`src/hw/rtl/pnrm_pkg.sv`:
```
// Shared types and constants for the per-node receive mailbox.
// Holds the operation and status codes, the field widths and the command record.
// It has no dependencies and is compiled first.
`default_nettype none

package pnrm_pkg;

  localparam int unsigned OP_W      = 2;
  localparam int unsigned NODE_W    = 8;
  localparam int unsigned PAYLOAD_W = 64;
  localparam int unsigned COUNT_W   = 4;
  localparam int unsigned STATUS_W  = 2;
  localparam int unsigned CFG_W     = 5;

  localparam int unsigned FIFO_DEPTH = 2;
  localparam int unsigned FIFO_PTR_W = 1;
  localparam int unsigned FIFO_CNT_W = 2;

  localparam logic [OP_W-1:0] OP_STORE = 2'd0;
  localparam logic [OP_W-1:0] OP_READ  = 2'd1;
  localparam logic [OP_W-1:0] OP_QUERY = 2'd2;

  localparam logic [STATUS_W-1:0] ST_OK    = 2'd0;
  localparam logic [STATUS_W-1:0] ST_EMPTY = 2'd1;
  localparam logic [STATUS_W-1:0] ST_FULL  = 2'd2;
  localparam logic [STATUS_W-1:0] ST_RANGE = 2'd3;

  typedef enum logic [1:0] {
    KIND_STORE,
    KIND_READ,
    KIND_QUERY,
    KIND_RANGE
  } kind_e;

  typedef struct packed {
    kind_e                kind;
    logic [NODE_W-1:0]    queue;
    logic [PAYLOAD_W-1:0] payload;
  } cmd_t;

endpackage

`default_nettype wire

```
`src/hw/rtl/pnrm_cmd_fifo.sv`:
```
// Two-entry command queue between the front end and the back end.
// Depends on pnrm_pkg for the command record and the queue sizing.
`default_nettype none

module pnrm_cmd_fifo import pnrm_pkg::*; (
  input  wire logic clk_i,
  input  wire logic rst_ni,
  input  wire logic push_valid_i,
  output logic      push_ready_o,
  input  cmd_t      push_data_i,
  output logic      pop_valid_o,
  input  wire logic pop_ready_i,
  output cmd_t      pop_data_o
);

  cmd_t                  mem_q [FIFO_DEPTH];
  logic [FIFO_PTR_W-1:0] wr_ptr_q, wr_ptr_d;
  logic [FIFO_PTR_W-1:0] rd_ptr_q, rd_ptr_d;
  logic [FIFO_CNT_W-1:0] cnt_q, cnt_d;
  logic                  push, pop;

  assign push_ready_o = (cnt_q != FIFO_CNT_W'(FIFO_DEPTH));
  assign pop_valid_o  = (cnt_q != '0);
  assign pop_data_o   = mem_q[rd_ptr_q];
  assign push         = push_valid_i && push_ready_o;
  assign pop          = pop_valid_o && pop_ready_i;

  assign wr_ptr_d = push ? wr_ptr_q + FIFO_PTR_W'(1) : wr_ptr_q;
  assign rd_ptr_d = pop ? rd_ptr_q + FIFO_PTR_W'(1) : rd_ptr_q;

  always_comb begin
    cnt_d = cnt_q;
    if (push && !pop) begin
      cnt_d = cnt_q + FIFO_CNT_W'(1);
    end else if (pop && !push) begin
      cnt_d = cnt_q - FIFO_CNT_W'(1);
    end
  end

  always_ff @(posedge clk_i or negedge rst_ni) begin
    if (!rst_ni) begin
      wr_ptr_q <= '0;
      rd_ptr_q <= '0;
      cnt_q    <= '0;
    end else begin
      wr_ptr_q <= wr_ptr_d;
      rd_ptr_q <= rd_ptr_d;
      cnt_q    <= cnt_d;
    end
  end

  always_ff @(posedge clk_i) begin
    if (push) begin
      mem_q[wr_ptr_q] <= push_data_i;
    end
  end

endmodule

`default_nettype wire

```
`config.mk`:
```
export PLATFORM = sky130hd
export DESIGN_NAME = pnrm_cmd_fifo
export DESIGN_NICKNAME = d
export VERILOG_FILES = /design/src/hw/rtl/pnrm_pkg.sv /design/src/hw/rtl/pnrm_cmd_fifo.sv
export SDC_FILE = /design/constraint.sdc
export NUM_CORES = 1
export LEC_CHECK = 0
export ABC_AREA = 1
export BUFFER_PORTS_ARGS = -buffer_cell sky130_fd_sc_hd__buf_2
export CAP_MARGIN = 5
export CELL_PAD_IN_SITES_DETAIL_PLACEMENT = 0
export CELL_PAD_IN_SITES_GLOBAL_PLACEMENT = 2
export CORE_MARGIN = 2
export CORE_UTILIZATION = 30
export CTS_BUF_LIST = sky130_fd_sc_hd__clkbuf_8 sky130_fd_sc_hd__clkbuf_16
export DETAILED_ROUTE_END_ITERATION = 6
export HOLD_SLACK_MARGIN = 0.05
export PLACE_DENSITY_LB_ADDON = 0.15
export SYNTH_ARGS = -nofsm -noshare
export SYNTH_HDL_FRONTEND = slang
export SYNTH_SLANG_ARGS = --single-unit
```
`constraint.sdc`:
```
create_clock -name clk_i -period 8.9 [get_ports clk_i]
set_clock_uncertainty 0.15 [all_clocks]
set_input_delay 0.89 -clock clk_i [delete_from_list [all_inputs] [get_ports clk_i]]
set_output_delay 0.89 -clock clk_i [all_outputs]
set_load 0.05 [all_outputs]
```
==> impl_metrics.yaml <==
run_status:
  status: "finished clean"
place:
  place_ws_ns: 5.55
  gp_congestion: 0.694
  dp_hpwl_microns: 7610
  io_buffers: 153
clock_network:
  cts.path.max_buffers: 2
  clk_latency_ns: 0.41
  tritoncts: "yes"
  ctsRootBufferMaster: "clkbuf_16"
  cts_resized: 0
  holdBufCountCts: 0
  post_cts_buffers: 0
  clk_pin_slew_ns: 0.06
  cts_num_sinks: 152
  cts_buffers: 17
  htreeDepth: 4
synth:
  syn_area_per_cell_sq_um: 13.5
  synthDominantCellAreaShare: 0.796
  synth_area_leaders: "edfxtp_1 (80%), nand2_1 (16%), dfrtp_1 (1.8%)"
  yosysWarnings: 0
  synth_cells: 415
  syn_area_sq_um: 5590
  synthDistinctLibCells: 14
  ys_ff_latch: 152
  ys_seq_area_frac: 0.813
  syn-num-nets: 494
  yosys.area.top_type: "edfxtp_1"
setup_path:
  end_kind: "primary output"
  path_delay_family: "buffers and inverters"
  cp.required_ns: 7.86
  critPathSlowestCell: "buf_4"
  crit_buf_inv: 3
  crit_chain: "inv_2 > buf_4 > nand2_1 > nand2_1 > buf_2"
  cpPeakStageDelay_ns: 0.59
  path_common_cell: "nand2_1"
  cp_data_arrival_time_ns: 2.32
  worst-path-max-fanout: 47
  critPathKind: "register to primary output"
  critical_path.startpoint_type: "register"
detailed_routing:
  avgRoutedWirePerCell_microns: 15.1
  post-route-drc-count: 0
  first_pass_iters: 4
  drtIter0Drc: 143
  totalWireLength_microns: 12300
  ant_nets: 0
  dr_total_vias: 3486
  viasPerCell: 4.26
global_routing:
  grt_pass1_vias: 3511
  grt_start_max_net_pins: 76
  grt_use_total: 0.127
  grt-ovfl-total: 0
  antenna_found_initial: 1
  grt_pass1_wl_microns: 18800
sta:
  finalCriticalPeriod_ns: 3.36
  slew_headroom: 0.228
  post-route-period-util: 0.378
  worst_slack_ns: 5.54
  setup_tns_ns: 0
  final_max_slew_viol_count: 0
  tightest_slew_ns: 1.15
  fmax_mhz: 297
  setup_viol: 0
  rsz0062_at_grt: "false"
  hold_violations: 0
min_path:
  min-delay-path-class: "input port to asynchronous set/reset pin"
die:
  ios: 154
  die_area_sq_um: 19700
  core_sq_um: 18100
  die_y_microns: 140
  die_w_microns: 140
  rows: 49
  start_util: 0.308
power:
  peakVddDrop_mv: 0.154
  totalPowerFinal_mw: 2.98
  p_leak_nw: 3.07
  power_density_nw_per_um2: 417
final_layout:
  layout_commonest_cell: "nand2_1"
  post-route-util: 0.394
  nets: 655
  layout-area-overhead-vs-synth_pct: 27.9
  final_cell_mix: "nand2_1 (232), buf_2 (153), edfxtp_1 (148)"
  drive_gt1_frac: 0.316
run:
  drv_cap: 0
## metrics by stage
step	hold slack, ns	std cells	area, sq um
2_1_floorplan	0.312	415	5590
3_3_place_gp	0.330	786	6600
3_5_place_dp	0.343	786	6600
4_1_cts	0.114	817	7140
5_1_grt	0.116	817	7140
6_report	0.134	818	7150
## state kept, by name (all words and copies together) (netlist names)
name and count:
mem_q 148, cnt_q 2, rd_ptr_q 1, wr_ptr_q 1
## power breakdown
| part | internal (mW) | switching, mW |
|---|---|---|
| logic | 0.236 | 1.06 |
| registers | 0.980 | 0.0371 |
| clock network | 0.402 | 0.262 |
## kinds of logic after synthesis
family | synth area share
flops | 0.813
buf+inv | 0.0211
simple gates | 0.160
xor+xnor | 0.00314
fa+ha+maj | 0.00224
## cell type report
| cell class | instances | area [sq um] |
|---|---|---|
| Tap cell | 229 | 287 |
| Timing Repair Buffer | 158 | 803 |
| Sequential cell | 152 | 4550 |
| Inverter | 7 | 26.3 |
| Fill cell | 1783 | 11000 |
| Clock inverter | 14 | 118 |
| Antenna cell | 1 | 2.50 |
| Clock buffer | 17 | 425 |
| Multi-Input combinational cell | 240 | 940 |
## final timing paths
check	slack (ns)	cells after the start	end	start
setup / recovery	5.54	5	pop_data_o[66]	rd_ptr_q
hold / removal	0.13	1	cnt_q[0]	rst_ni
setup reg to reg	6.06	5	mem_q[1][43]	cnt_q[0]
hold reg to reg	0.35	1	cnt_q[0]	cnt_q[0]
max in group asynchronous	8.32	1	rd_ptr_q	rst_ni
min in group clk_i	0.35	1	cnt_q[0]	cnt_q[0]
## per-layer routing
layer | global-route usage | share of wire | vias up
met5 | 0 | 0 | -
li1 | - | - | 1717
met1 | 0.152 | 0.44 | 1640
met3 | 0.0390 | 0.059 | 16
met2 | 0.213 | 0.49 | 113
met4 | 0.0563 | 0.019 | 0
## cell usage after synthesis
cell,instances
clkbuf_1,1
inv_2,1
inv_1,6
nand4_1,1
nor2_1,2
buf_2,10
dfrtp_1,4
nand2_1,232
xor2_1,1
nand3_1,2
edfxtp_1,148
ha_1,1
buf_4,5
xnor2_1,1
## worst register-to-register path: stages (launching register included)
cell and delay [ns]:
dfrtp_1 0.38, inv_1 0.08, nand2_1 0.11, nand2_1 0.18, nor2_4 0.91, buf_4 0.65
No activity file was read; power rests on OpenSTA's default activity.
