[src/hw/rtl/pnrm_pkg.sv]
// Shared types and constants for the per-node receive mailbox.
// Holds the operation and status codes, the field widths and the command record.
// It has no dependencies and is compiled first.
`default_nettype none

package pnrm_pkg;

  localparam int unsigned OP_W      = 2;
  localparam int unsigned NODE_W    = 8;
  localparam int unsigned PAYLOAD_W = 64;
  localparam int unsigned COUNT_W   = 4;
  localparam int unsigned STATUS_W  = 2;
  localparam int unsigned CFG_W     = 5;

  localparam int unsigned FIFO_DEPTH = 2;
  localparam int unsigned FIFO_PTR_W = 1;
  localparam int unsigned FIFO_CNT_W = 2;

  localparam logic [OP_W-1:0] OP_STORE = 2'd0;
  localparam logic [OP_W-1:0] OP_READ  = 2'd1;
  localparam logic [OP_W-1:0] OP_QUERY = 2'd2;

  localparam logic [STATUS_W-1:0] ST_OK    = 2'd0;
  localparam logic [STATUS_W-1:0] ST_EMPTY = 2'd1;
  localparam logic [STATUS_W-1:0] ST_FULL  = 2'd2;
  localparam logic [STATUS_W-1:0] ST_RANGE = 2'd3;

  typedef enum logic [1:0] {
    KIND_STORE,
    KIND_READ,
    KIND_QUERY,
    KIND_RANGE
  } kind_e;

  typedef struct packed {
    kind_e                kind;
    logic [NODE_W-1:0]    queue;
    logic [PAYLOAD_W-1:0] payload;
  } cmd_t;

endpackage

`default_nettype wire

[src/hw/rtl/pnrm_front.sv]
// Front end of the mailbox: holds the node-count register and classifies items.
// Depends on pnrm_pkg; feeds commands into pnrm_cmd_fifo.
`default_nettype none

module pnrm_front import pnrm_pkg::*; #(
  parameter int unsigned NODE_QUEUES = 16
) (
  input  wire logic                 clk_i,
  input  wire logic                 rst_ni,
  input  wire logic                 cfg_valid_i,
  output logic                      cfg_ready_o,
  input  wire logic [CFG_W-1:0]     cfg_data_i,
  input  wire logic                 in_valid_i,
  output logic                      in_ready_o,
  input  wire logic [OP_W-1:0]      operation_i,
  input  wire logic [NODE_W-1:0]    node_number_i,
  input  wire logic [PAYLOAD_W-1:0] frame_payload_i,
  output logic                      clear_o,
  output logic                      push_valid_o,
  input  wire logic                 push_ready_i,
  output cmd_t                      push_data_o
);

  logic [CFG_W-1:0] nodes_q;
  logic [CFG_W-1:0] nodes_d;
  logic             out_of_range;

  assign cfg_ready_o = 1'b1;
  assign clear_o     = cfg_valid_i;
  assign nodes_d     = cfg_valid_i ? cfg_data_i : nodes_q;

  always_ff @(posedge clk_i or negedge rst_ni) begin
    if (!rst_ni) begin
      nodes_q <= '0;
    end else begin
      nodes_q <= nodes_d;
    end
  end

  assign out_of_range = (node_number_i == '0)
                     || (node_number_i > {{(NODE_W-CFG_W){1'b0}}, nodes_q})
                     || (node_number_i > NODE_W'(NODE_QUEUES));

  always_comb begin
    push_data_o.queue   = node_number_i - NODE_W'(1);
    push_data_o.payload = frame_payload_i;
    if (out_of_range) begin
      push_data_o.kind = KIND_RANGE;
    end else begin
      case (operation_i)
        OP_STORE: push_data_o.kind = KIND_STORE;
        OP_READ:  push_data_o.kind = KIND_READ;
        default:  push_data_o.kind = KIND_QUERY;
      endcase
    end
  end

  assign push_valid_o = in_valid_i;
  assign in_ready_o   = push_ready_i;

endmodule

`default_nettype wire

[config.mk]
export PLATFORM = sky130hd
export DESIGN_NAME = pnrm_front
export DESIGN_NICKNAME = d
export VERILOG_FILES = /design/src/hw/rtl/pnrm_pkg.sv /design/src/hw/rtl/pnrm_front.sv
export SDC_FILE = /design/constraint.sdc
export NUM_CORES = 1
export LEC_CHECK = 0
export BUFFER_PORTS_ARGS = -buffer_cell sky130_fd_sc_hd__buf_2
export CORE_ASPECT_RATIO = 0.6
export CORE_MARGIN = 1.5
export CORE_UTILIZATION = 28
export DETAILED_ROUTE_END_ITERATION = 6
export PLACE_DENSITY = 0.8
export SLEW_MARGIN = 20
export SYNTH_ARGS = -nofsm -noshare
export SYNTH_HDL_FRONTEND = slang
export SYNTH_SLANG_ARGS = --single-unit
export TNS_END_PERCENT = 10
[constraint.sdc]
create_clock -name clk_i -period 1.6 [get_ports clk_i]
set_input_delay 0.16 -clock clk_i [delete_from_list [all_inputs] [get_ports clk_i]]
set_output_delay 0.16 -clock clk_i [all_outputs]
set_load 0.02 [all_outputs]
==> results.py, run 1 <==
metrics = {
    "power": {
        "p_sw_share_pct": 29.15,
        "pwr-share-seq_pct": 25.1,
        "power.internal_uw": 404.7,
        "power_frac_clock_pct": 39.6,
        "p_sw_uw": 166.5,
        "ir_worst_vdd_mv": 0.4291,
        "cellPowerDensity_nw_per_um2": 683.5,
        "p_comb_share_pct": 35.3,
        "cellLeakagePower_uw": 0.0004105,
    },
    "routing": {
        "via_per_inst": 4.252,
        "routed_wl_mm": 1.742,
        "wl_per_cell_um": 12.53,
        "vias": 591,
        "drtPass1Iterations": 4,
        "detail-route-antenna-nets": 0,
        "first_iter_violations": 14,
        "drc": 0,
    },
    "worst_setup_path": {
        "worstPathArrival_ps": 1640,
        "critPathMaxFanout": 2,
        "worstSetupPathType": "reg -> out",
        "timing.critical_path.from": "nodes_q[1]",
        "startpoint_type": "flip-flop",
        "rr_startpoint": "nodes_q[1]",
        "critPathRequiredTime_ps": 1440,
        "rr_worst_depth": 4,
        "crit_path_end_kind": "output pin",
    },
    "grt": {
        "gr-total-overflow": 0,
        "antenna_found_initial": 0,
        "grt_pass1_vias": 578,
        "grt_pass1_wl_mm": 2.739,
        "grt_start_max_net_pins": 11,
        "grt_use_total_pct": 9.233,
    },
    "timing": {
        "tns_ps": -386.6,
        "fin_skew_ps": 0,
        "hold_viol_final": 0,
        "rsz0062_at_grt": "yes",
        "finalCritPeriodShare_pct": 112.7,
        "fmax_ghz": 0.5544,
        "setup_ws_ps": -203.9,
        "min_period_ps": 1804,
        "setup_violations": 2,
        "slew_viol_final": 0,
    },
    "run_status": {
        "outcome": "finished with violations",
        "violations": "setup timing",
    },
    "layout": {
        "regMostFlops": "nodes_q",
        "fin_cells": 139,
        "largest_reg_flops": 5,
        "nets": 186,
        "area_delta_synth_final_pct": -16.08,
        "reg.largest.list": "nodes_q: 5 flops",
        "final_layout_size_suffix_gt1_share_pct": 50.00,
        "n_antenna_cell": 0,
    },
    "die": {
        "die_x_um": 80.00,
        "core-area_um2": 3323,
        "initial_core_util_pct": 29.97,
        "chipHeight_um": 49.20,
        "dieArea_um2": 3935,
        "ios": 162,
        "row_count": 16,
    },
    "logic_synthesis": {
        "synth-seq-area-share_pct": 12.56,
        "synth_nets": 214,
        "ys_seq_elements": 5,
        "synth.top_cells.by_area": "buf_4 51%, dfrtp_1 13%, ha_1 8.8%",
        "syn_inst": 123,
        "yosys.cell_count.top_type": "buf_4",
        "synth-edff-count": 0,
        "yosysWarnings": 0,
        "async_flop_share_pct": 100.0,
        "synth-main-ff-cell": "dfrtp_1",
        "syn_avg_cell_area_um2": 8.097,
        "yosys.area.top_type": "buf_4",
        "syn-cell-area_um2": 996.0,
        "synth_top_area_share_pct": 51.26,
        "synth.distinct_cells": 26,
        "synth_commonest_cells": "68 x buf_4, 7 x ha_1, 7 x inv_1",
    },
    "worst_hold_path": {
        "min-delay-start": "cfg_data_i[4]",
        "hp-class": "in -> reg",
        "hold_depth": 3,
    },
    "flow_run": {
        "cap_violations": 0,
    },
    "placed_design": {
        "io_buffer_count": 28,
        "placed_cells": 133,
        "place_congestion": 0.6726,
        "hpwl_mm": 1.436,
    },
    "clock_network": {
        "cts_buffers": 3,
        "cts_buffer_depth": 2,
        "cts_tree": "yes",
        "clock_latency_ps": 220,
        "cts-root-buf": "clkbuf_8",
        "cts.htree.levels": 1,
        "cts.sinks": 5,
        "clk_pin_slew_ps": 30,
    },
}
## area by class of cell
type                    count  area [um^2]
repair buffers             36        215.2
multi-input cells          42        367.9
well taps                  45        56.30
inverters                   7        26.28
fillers                   384         2487
clock buffers               4        45.04
flip-flops and latches      5        125.1
## final timing paths
path                            slack (ps)              end
max in group asynchronous             1180       nodes_q[1]
worst min-delay path                   160       nodes_q[4]
worst min register to register         520       nodes_q[0]
worst max register to register         750       nodes_q[1]
worst max-delay path                  -200  push_data_o[73]
min in group asynchronous              290       nodes_q[2]
## metrics by stage
stage	util (%)	instance area [um^2]	setup WS, ps	hold WS [ps]	power [uW]
after floorplan	-	996.0	69.36	-135.6	483.1
after global placement	21.76	723.2	-11.32	-20.96	318.8
after detailed placement	21.76	723.2	-35.94	-21.51	321.7
after CTS	24.55	815.8	-226.5	160.2	570.3
after global routing	25.15	835.8	-306.2	168.8	616.7
final	25.15	835.8	-203.9	156.3	571.2
## per-layer routing
layer | global-route usage (%) | routed length (um) | vias to the layer above
li1 | - | - | 267
met1 | 10.01 | 729 | 271
met2 | 10.08 | 642 | 49
met3 | 11.40 | 351 | 4
met4 | 4.023 | 18 | 0
met5 | 0 | 0 | -
## layout by cell type (no fill, tap or decap), types with 2 or more instances in the layout
cell type  Yosys  routed
nor2_1         2       2
ha_4           0       2
dfrtp_1        5       5
clkbuf_8       0       3
inv_2          0       2
o21ai_0        4       4
buf_4         68       7
nand2_1        6       6
inv_1          7       5
buf_2          0      26
xor2_1         4       4
nand3_1        3       3
buf_6          0       2
ha_1           7       5
## cells by family after synthesis
logic type	share of synthesized area, %
adders and majority gates	8.794
AOI/OAI and AO/OA	8.796
muxes	1.131
DFF	12.56
other	0.3765
xor gates and xnor gates	4.397
and+or+nand+nor	9.674
buffers and inverters	54.27
## worst max-delay path, cell delays in order (launching register included)
cell	delay, ps
dfrtp_1	330
inv_2	50
ha_4	250
nor2b_4	110
o211ai_1	90
a221o_1	360
nand3b_1	110
buf_6	120
## repair_timing
item / CTS / global route
setup buffers: 1 / 0
pin swaps: 3 / 3
hold endpoints to repair: 5 / 0
hold buffers: 1 / 0
resized for setup: 7 / 4
setup endpoints to repair: 2 / 2
## power groups by stage
stage / Sequential, uW / Clock (uW) / Combinational, uW
2_1_floorplan: 143 / 0 / 340
3_3_place_gp: 143 / 0 / 175
3_5_place_dp: 144 / 0 / 177
4_1_cts: 143 / 235 / 192
5_1_grt: 144 / 248 / 225
6_report: 143 / 226 / 202
Power figures use the tool's default switching activity.
==> run 2: changes to the inputs <==
CORE_UTILIZATION = 31   (was 28)
MAX_ROUTING_LAYER = met4   (was not set)
PLACE_DENSITY = 0.88   (was 0.8)
clock period = 2.1 ns   (was 1.6 ns; I/O delays follow)
==> results.py, run 2 (synthesized netlist as in run 1, its figures left out) <==
metrics = {
    "layout": {
        "n_antenna_cell": 0,
        "fillCellCount": 355,
        "final_layout_size_suffix_gt1_share_pct": 39.08,
        "final_common_cell": "buf_2",
        "mostFrequentLayoutCells": "28 x buf_2, 7 x inv_1, 7 x ha_1, 6 x nand2_1, 5 x dfrtp_1",
        "utilization_pct": 24.60,
        "regMostFlops": "nodes_q",
        "nets": 179,
        "reg.largest.list": "nodes_q: 5 flops",
        "largest_reg_flops": 5,
        "area_delta_synth_final_pct": -26.76,
    },
    "timing": {
        "slew_viol_final": 0,
        "fmax_ghz": 0.5131,
        "setup_violations": 0,
        "finalCritPeriodShare_pct": 92.81,
        "min_period_ps": 1949,
        "tns_ps": 0,
        "rsz0062_at_grt": "no",
        "fin_skew_ps": 0,
        "setup_ws_ps": 150.9,
        "hold_viol_final": 0,
    },
    "clock_network": {
        "hold_buffers": 1,
        "cts_buffers": 3,
        "cts-root-buf": "clkbuf_8",
        "clock_latency_ps": 220,
        "cts_buffer_depth": 2,
        "cts.htree.levels": 1,
        "cts.sinks": 5,
        "ctsResizeCount": 0,
        "clk_pin_slew_ps": 40,
        "cts_tree": "yes",
        "post_cts_buffers": 0,
    },
    "worst_setup_path": {
        "critPathRequiredTime_ps": 1890,
        "worstPathCellList": "inv_1, ha_1, and4_1, a221o_1, nand3b_1, buf_2",
        "critPathMaxFanout": 3,
        "worstPathArrival_ps": 1740,
        "crit_family": "compound AO/OA/AOI/OAI gates",
        "crit_path_end_kind": "output pin",
        "path_buf_inv": 2,
        "cp_slowest_cell": "a221o_1",
        "startpoint_type": "flip-flop",
        "worstSetupPathType": "reg -> out",
        "cp_slowest_stage_delay_ps": 390,
    },
    "placed_design": {
        "io_buffer_count": 28,
        "hpwl_mm": 1.550,
        "place_congestion": 0.6610,
        "place_ws_ps": 367.6,
    },
    "grt": {
        "grt_pass1_wl_mm": 2.677,
        "gr-total-overflow": 0,
        "grt_use_total_pct": 10.60,
        "antenna_found_initial": 0,
        "grt_pass1_vias": 550,
        "grt_start_max_net_pins": 11,
    },
    "routing": {
        "drtPass1Iterations": 2,
        "via_per_inst": 4.411,
        "routed_wl_mm": 1.832,
        "first_iter_violations": 9,
        "detail-route-antenna-nets": 0,
        "drc": 0,
        "vias": 569,
        "wl_per_cell_um": 14.20,
    },
    "die": {
        "row_count": 15,
        "core-area_um2": 2965,
        "initial_core_util_pct": 33.59,
        "chipHeight_um": 46.91,
        "dieArea_um2": 3573,
        "die_x_um": 76.18,
        "ios": 162,
    },
    "power": {
        "cellLeakagePower_uw": 0.0003653,
        "ir_worst_vdd_mv": 0.2801,
        "cellPowerDensity_nw_per_um2": 559.8,
    },
    "run_status": {
        "outcome": "completed",
    },
    "worst_hold_path": {
        "hp-class": "in -> reg",
    },
    "flow_run": {
        "cap_violations": 0,
    },
}
-- run 2: cell count changes in the layout (fill, tap and decap cells not counted), sizes merged --
cell | before | now
buf | 35 | 28
-- run 2: per-layer routing --
layer	up-vias	GRT usage, %	share of wire [%]
li1	251	-	-
met1	252	9.919	39
met2	62	13.51	40
met3	4	12.23	20
met4	0	3.704	0.55
met5	-	-	0
-- run 2: stage by stage --
stage | instance area [um^2] | std cells | hold slack, ps | power, uW
finish | 729.5 | 129 | 198.7 | 408.3
global route | 729.5 | 129 | 232.7 | 433.6
CTS | 729.5 | 129 | 198.9 | 414.0
detailed placement | 674.4 | 124 | 33.07 | 234.5
global placement | 674.4 | 124 | 30.23 | 229.8
floorplan | 996.0 | 123 | -85.59 | 368.0
-- run 2: final timing paths --
| check | start | to | slack (ps) | cells after the start |
|---|---|---|---|---|
| max reg2reg | nodes_q[0] | nodes_q[0] | 1360 | 1 |
| min | cfg_data_i[1] | nodes_q[1] | 200 | 3 |
| max | nodes_q[3] | push_data_o[73] | 150 | 6 |
| max in group asynchronous | rst_ni | nodes_q[1] | 1620 | 2 |
| min reg2reg | nodes_q[0] | nodes_q[0] | 510 | 1 |
| min in group asynchronous | rst_ni | nodes_q[4] | 340 | 2 |
-- run 2: cell type report --
type	count	area (um^2)	area share, %
Inverter	7	26.28	3.602
Tap cell	42	52.55	7.204
Clock buffer	4	45.04	6.175
Multi-Input combinational cell	42	330.3	45.28
Timing Repair Buffer	29	150.1	20.58
Sequential cell	5	125.1	17.15
-- run 2: report_power, final --
part	total [uW]	internal (uW)	switching, uW
combinational	125	51.1	73.6
sequential	108	106	2.77
clock	175	130	45.0
==> run 3: changes to the inputs <==
--- a/config.mk
+++ b/config.mk
@@ -13,3 +13,3 @@
 export MAX_ROUTING_LAYER = met4
-export PLACE_DENSITY = 0.88
+export PLACE_DENSITY_LB_ADDON = 0.12
 export SLEW_MARGIN = 20
==> constraint.sdc (replaced) <==
create_clock -name clk_i -period 2.1 [get_ports clk_i]
set_input_delay 0.105 -clock clk_i [delete_from_list [all_inputs] [get_ports clk_i]]
set_output_delay 0.105 -clock clk_i [all_outputs]
set_load 0.02 [all_outputs]
==> results.py, run 3 (synthesized netlist as in run 1, its figures left out) <==
metrics = {
    "routing": {
        "first_iter_violations": 9,
        "vias": 546,
        "wl_per_cell_um": 13.68,
        "via_per_inst": 4.233,
        "detail-route-antenna-nets": 0,
        "routed_wl_mm": 1.765,
        "drc": 0,
        "drtPass1Iterations": 4,
    },
    "die": {
        "row_count": 15,
        "core-area_um2": 2965,
        "dieArea_um2": 3573,
        "die_x_um": 76.18,
        "initial_core_util_pct": 33.59,
        "chipHeight_um": 46.91,
        "ios": 162,
    },
    "layout": {
        "reg.largest.list": "nodes_q: 5 flops",
        "area_delta_synth_final_pct": -26.76,
        "final_common_cell": "buf_2",
        "regMostFlops": "nodes_q",
        "largest_reg_flops": 5,
        "final_layout_size_suffix_gt1_share_pct": 39.08,
        "mostFrequentLayoutCells": "28 x buf_2, 7 x inv_1, 7 x ha_1, 6 x nand2_1, 5 x dfrtp_1",
        "nets": 179,
        "n_antenna_cell": 0,
    },
    "power": {
        "cellPowerDensity_nw_per_um2": 557.6,
        "cellLeakagePower_uw": 0.0003653,
        "ir_worst_vdd_mv": 0.2200,
    },
    "timing": {
        "setup_violations": 0,
        "setup_ws_ps": 295.5,
        "hold_viol_final": 0,
        "finalCritPeriodShare_pct": 85.93,
        "rsz0062_at_grt": "no",
        "min_period_ps": 1804,
        "tns_ps": 0,
        "fin_skew_ps": 0,
        "fmax_ghz": 0.5542,
        "slew_viol_final": 0,
    },
    "flow_run": {
        "cap_violations": 0,
    },
    "clock_network": {
        "cts_buffers": 3,
        "cts_tree": "yes",
        "cts.htree.levels": 1,
        "cts_buffer_depth": 2,
        "cts-root-buf": "clkbuf_8",
        "clock_latency_ps": 220,
        "clk_pin_slew_ps": 30,
        "ctsResizeCount": 0,
        "cts.sinks": 5,
    },
    "worst_setup_path": {
        "critPathRequiredTime_ps": 2000,
        "crit_path_end_kind": "output pin",
        "worstPathArrival_ps": 1700,
        "critPathMaxFanout": 3,
        "worstSetupPathType": "reg -> out",
        "r2r_slack_ps": 1340,
        "startpoint_type": "flip-flop",
    },
    "grt": {
        "grt_pass1_wl_mm": 2.670,
        "grt_pass1_vias": 547,
        "grt_use_total_pct": 10.05,
        "antenna_found_initial": 0,
        "gr-total-overflow": 0,
        "grt_start_max_net_pins": 11,
    },
    "run_status": {
        "outcome": "completed",
    },
    "placed_design": {
        "hpwl_mm": 1.512,
        "io_buffer_count": 28,
        "place_congestion": 0.6828,
        "place_ws_ps": 512.8,
    },
    "worst_hold_path": {
        "hp-class": "in -> reg",
    },
}
run 3: cell counts in the layout (fill, tap and decap cells not counted):
Identical to the previous run, type by type.
run 3: worst paths after layout:
kind	from	to	depth (start not counted)
worst min-delay path	cfg_data_i[1]	nodes_q[1]	3
min in group asynchronous	rst_ni	nodes_q[2]	2
worst min register to register	nodes_q[0]	nodes_q[0]	1
max in group asynchronous	rst_ni	nodes_q[3]	2
worst max register to register	nodes_q[0]	nodes_q[0]	1
worst max-delay path	nodes_q[3]	push_data_o[73]	6
run 3: through the flow:
stage | cell area (um^2) | total power [uW] | util (%) | std cells | hold slack (ps)
final | 729.5 | 406.8 | 24.60 | 129 | 92.21
after global routing | 729.5 | 437.2 | 24.60 | 129 | 113.1
after CTS | 729.5 | 415.0 | 24.60 | 129 | 86.03
after detailed placement | 674.4 | 232.8 | 22.74 | 124 | -71.52
after global placement | 674.4 | 236.4 | 22.74 | 124 | -69.80
after floorplan | 996.0 | 368.0 | - | 123 | -190.6
run 3: area by class of cell:
| class | instances | area [um^2] |
|---|---|---|
| flip-flops and latches | 5 | 125.1 |
| inverters | 7 | 26.28 |
| fillers | 343 | 2236 |
| repair buffers | 29 | 150.1 |
| well taps | 42 | 52.55 |
| clock buffers | 4 | 45.04 |
| multi-input cells | 42 | 330.3 |
run 3: worst max-delay path, stage by stage (launching register included):
cell and delay [ps]:
dfrtp_1 350, inv_1 70, ha_1 250, and4_1 220, a221o_1 360, nand3b_1 80, buf_2 160
run 3: timing repair:
item | 4_1_cts | 5_1_grt
hold endpoints to repair | 5 | 0
hold buffers | 1 | 0
setup buffers | 0 | 0
run 3: where the power goes:
group / internal [uW] / total [uW] / switching, uW
Combinational: 51.5 / 124 / 72.7
Sequential: 106 / 108 / 2.73
Clock: 130 / 174 / 44.1
Total: 287 / 407 / 120
run 3: per-layer routing:
metal	vias to the layer above	GRT usage (%)	routed length [um]
li1	253	-	-
met1	233	9.332	661
met2	44	14.41	750
met3	16	7.379	259
met4	0	8.519	93
met5	-	-	0
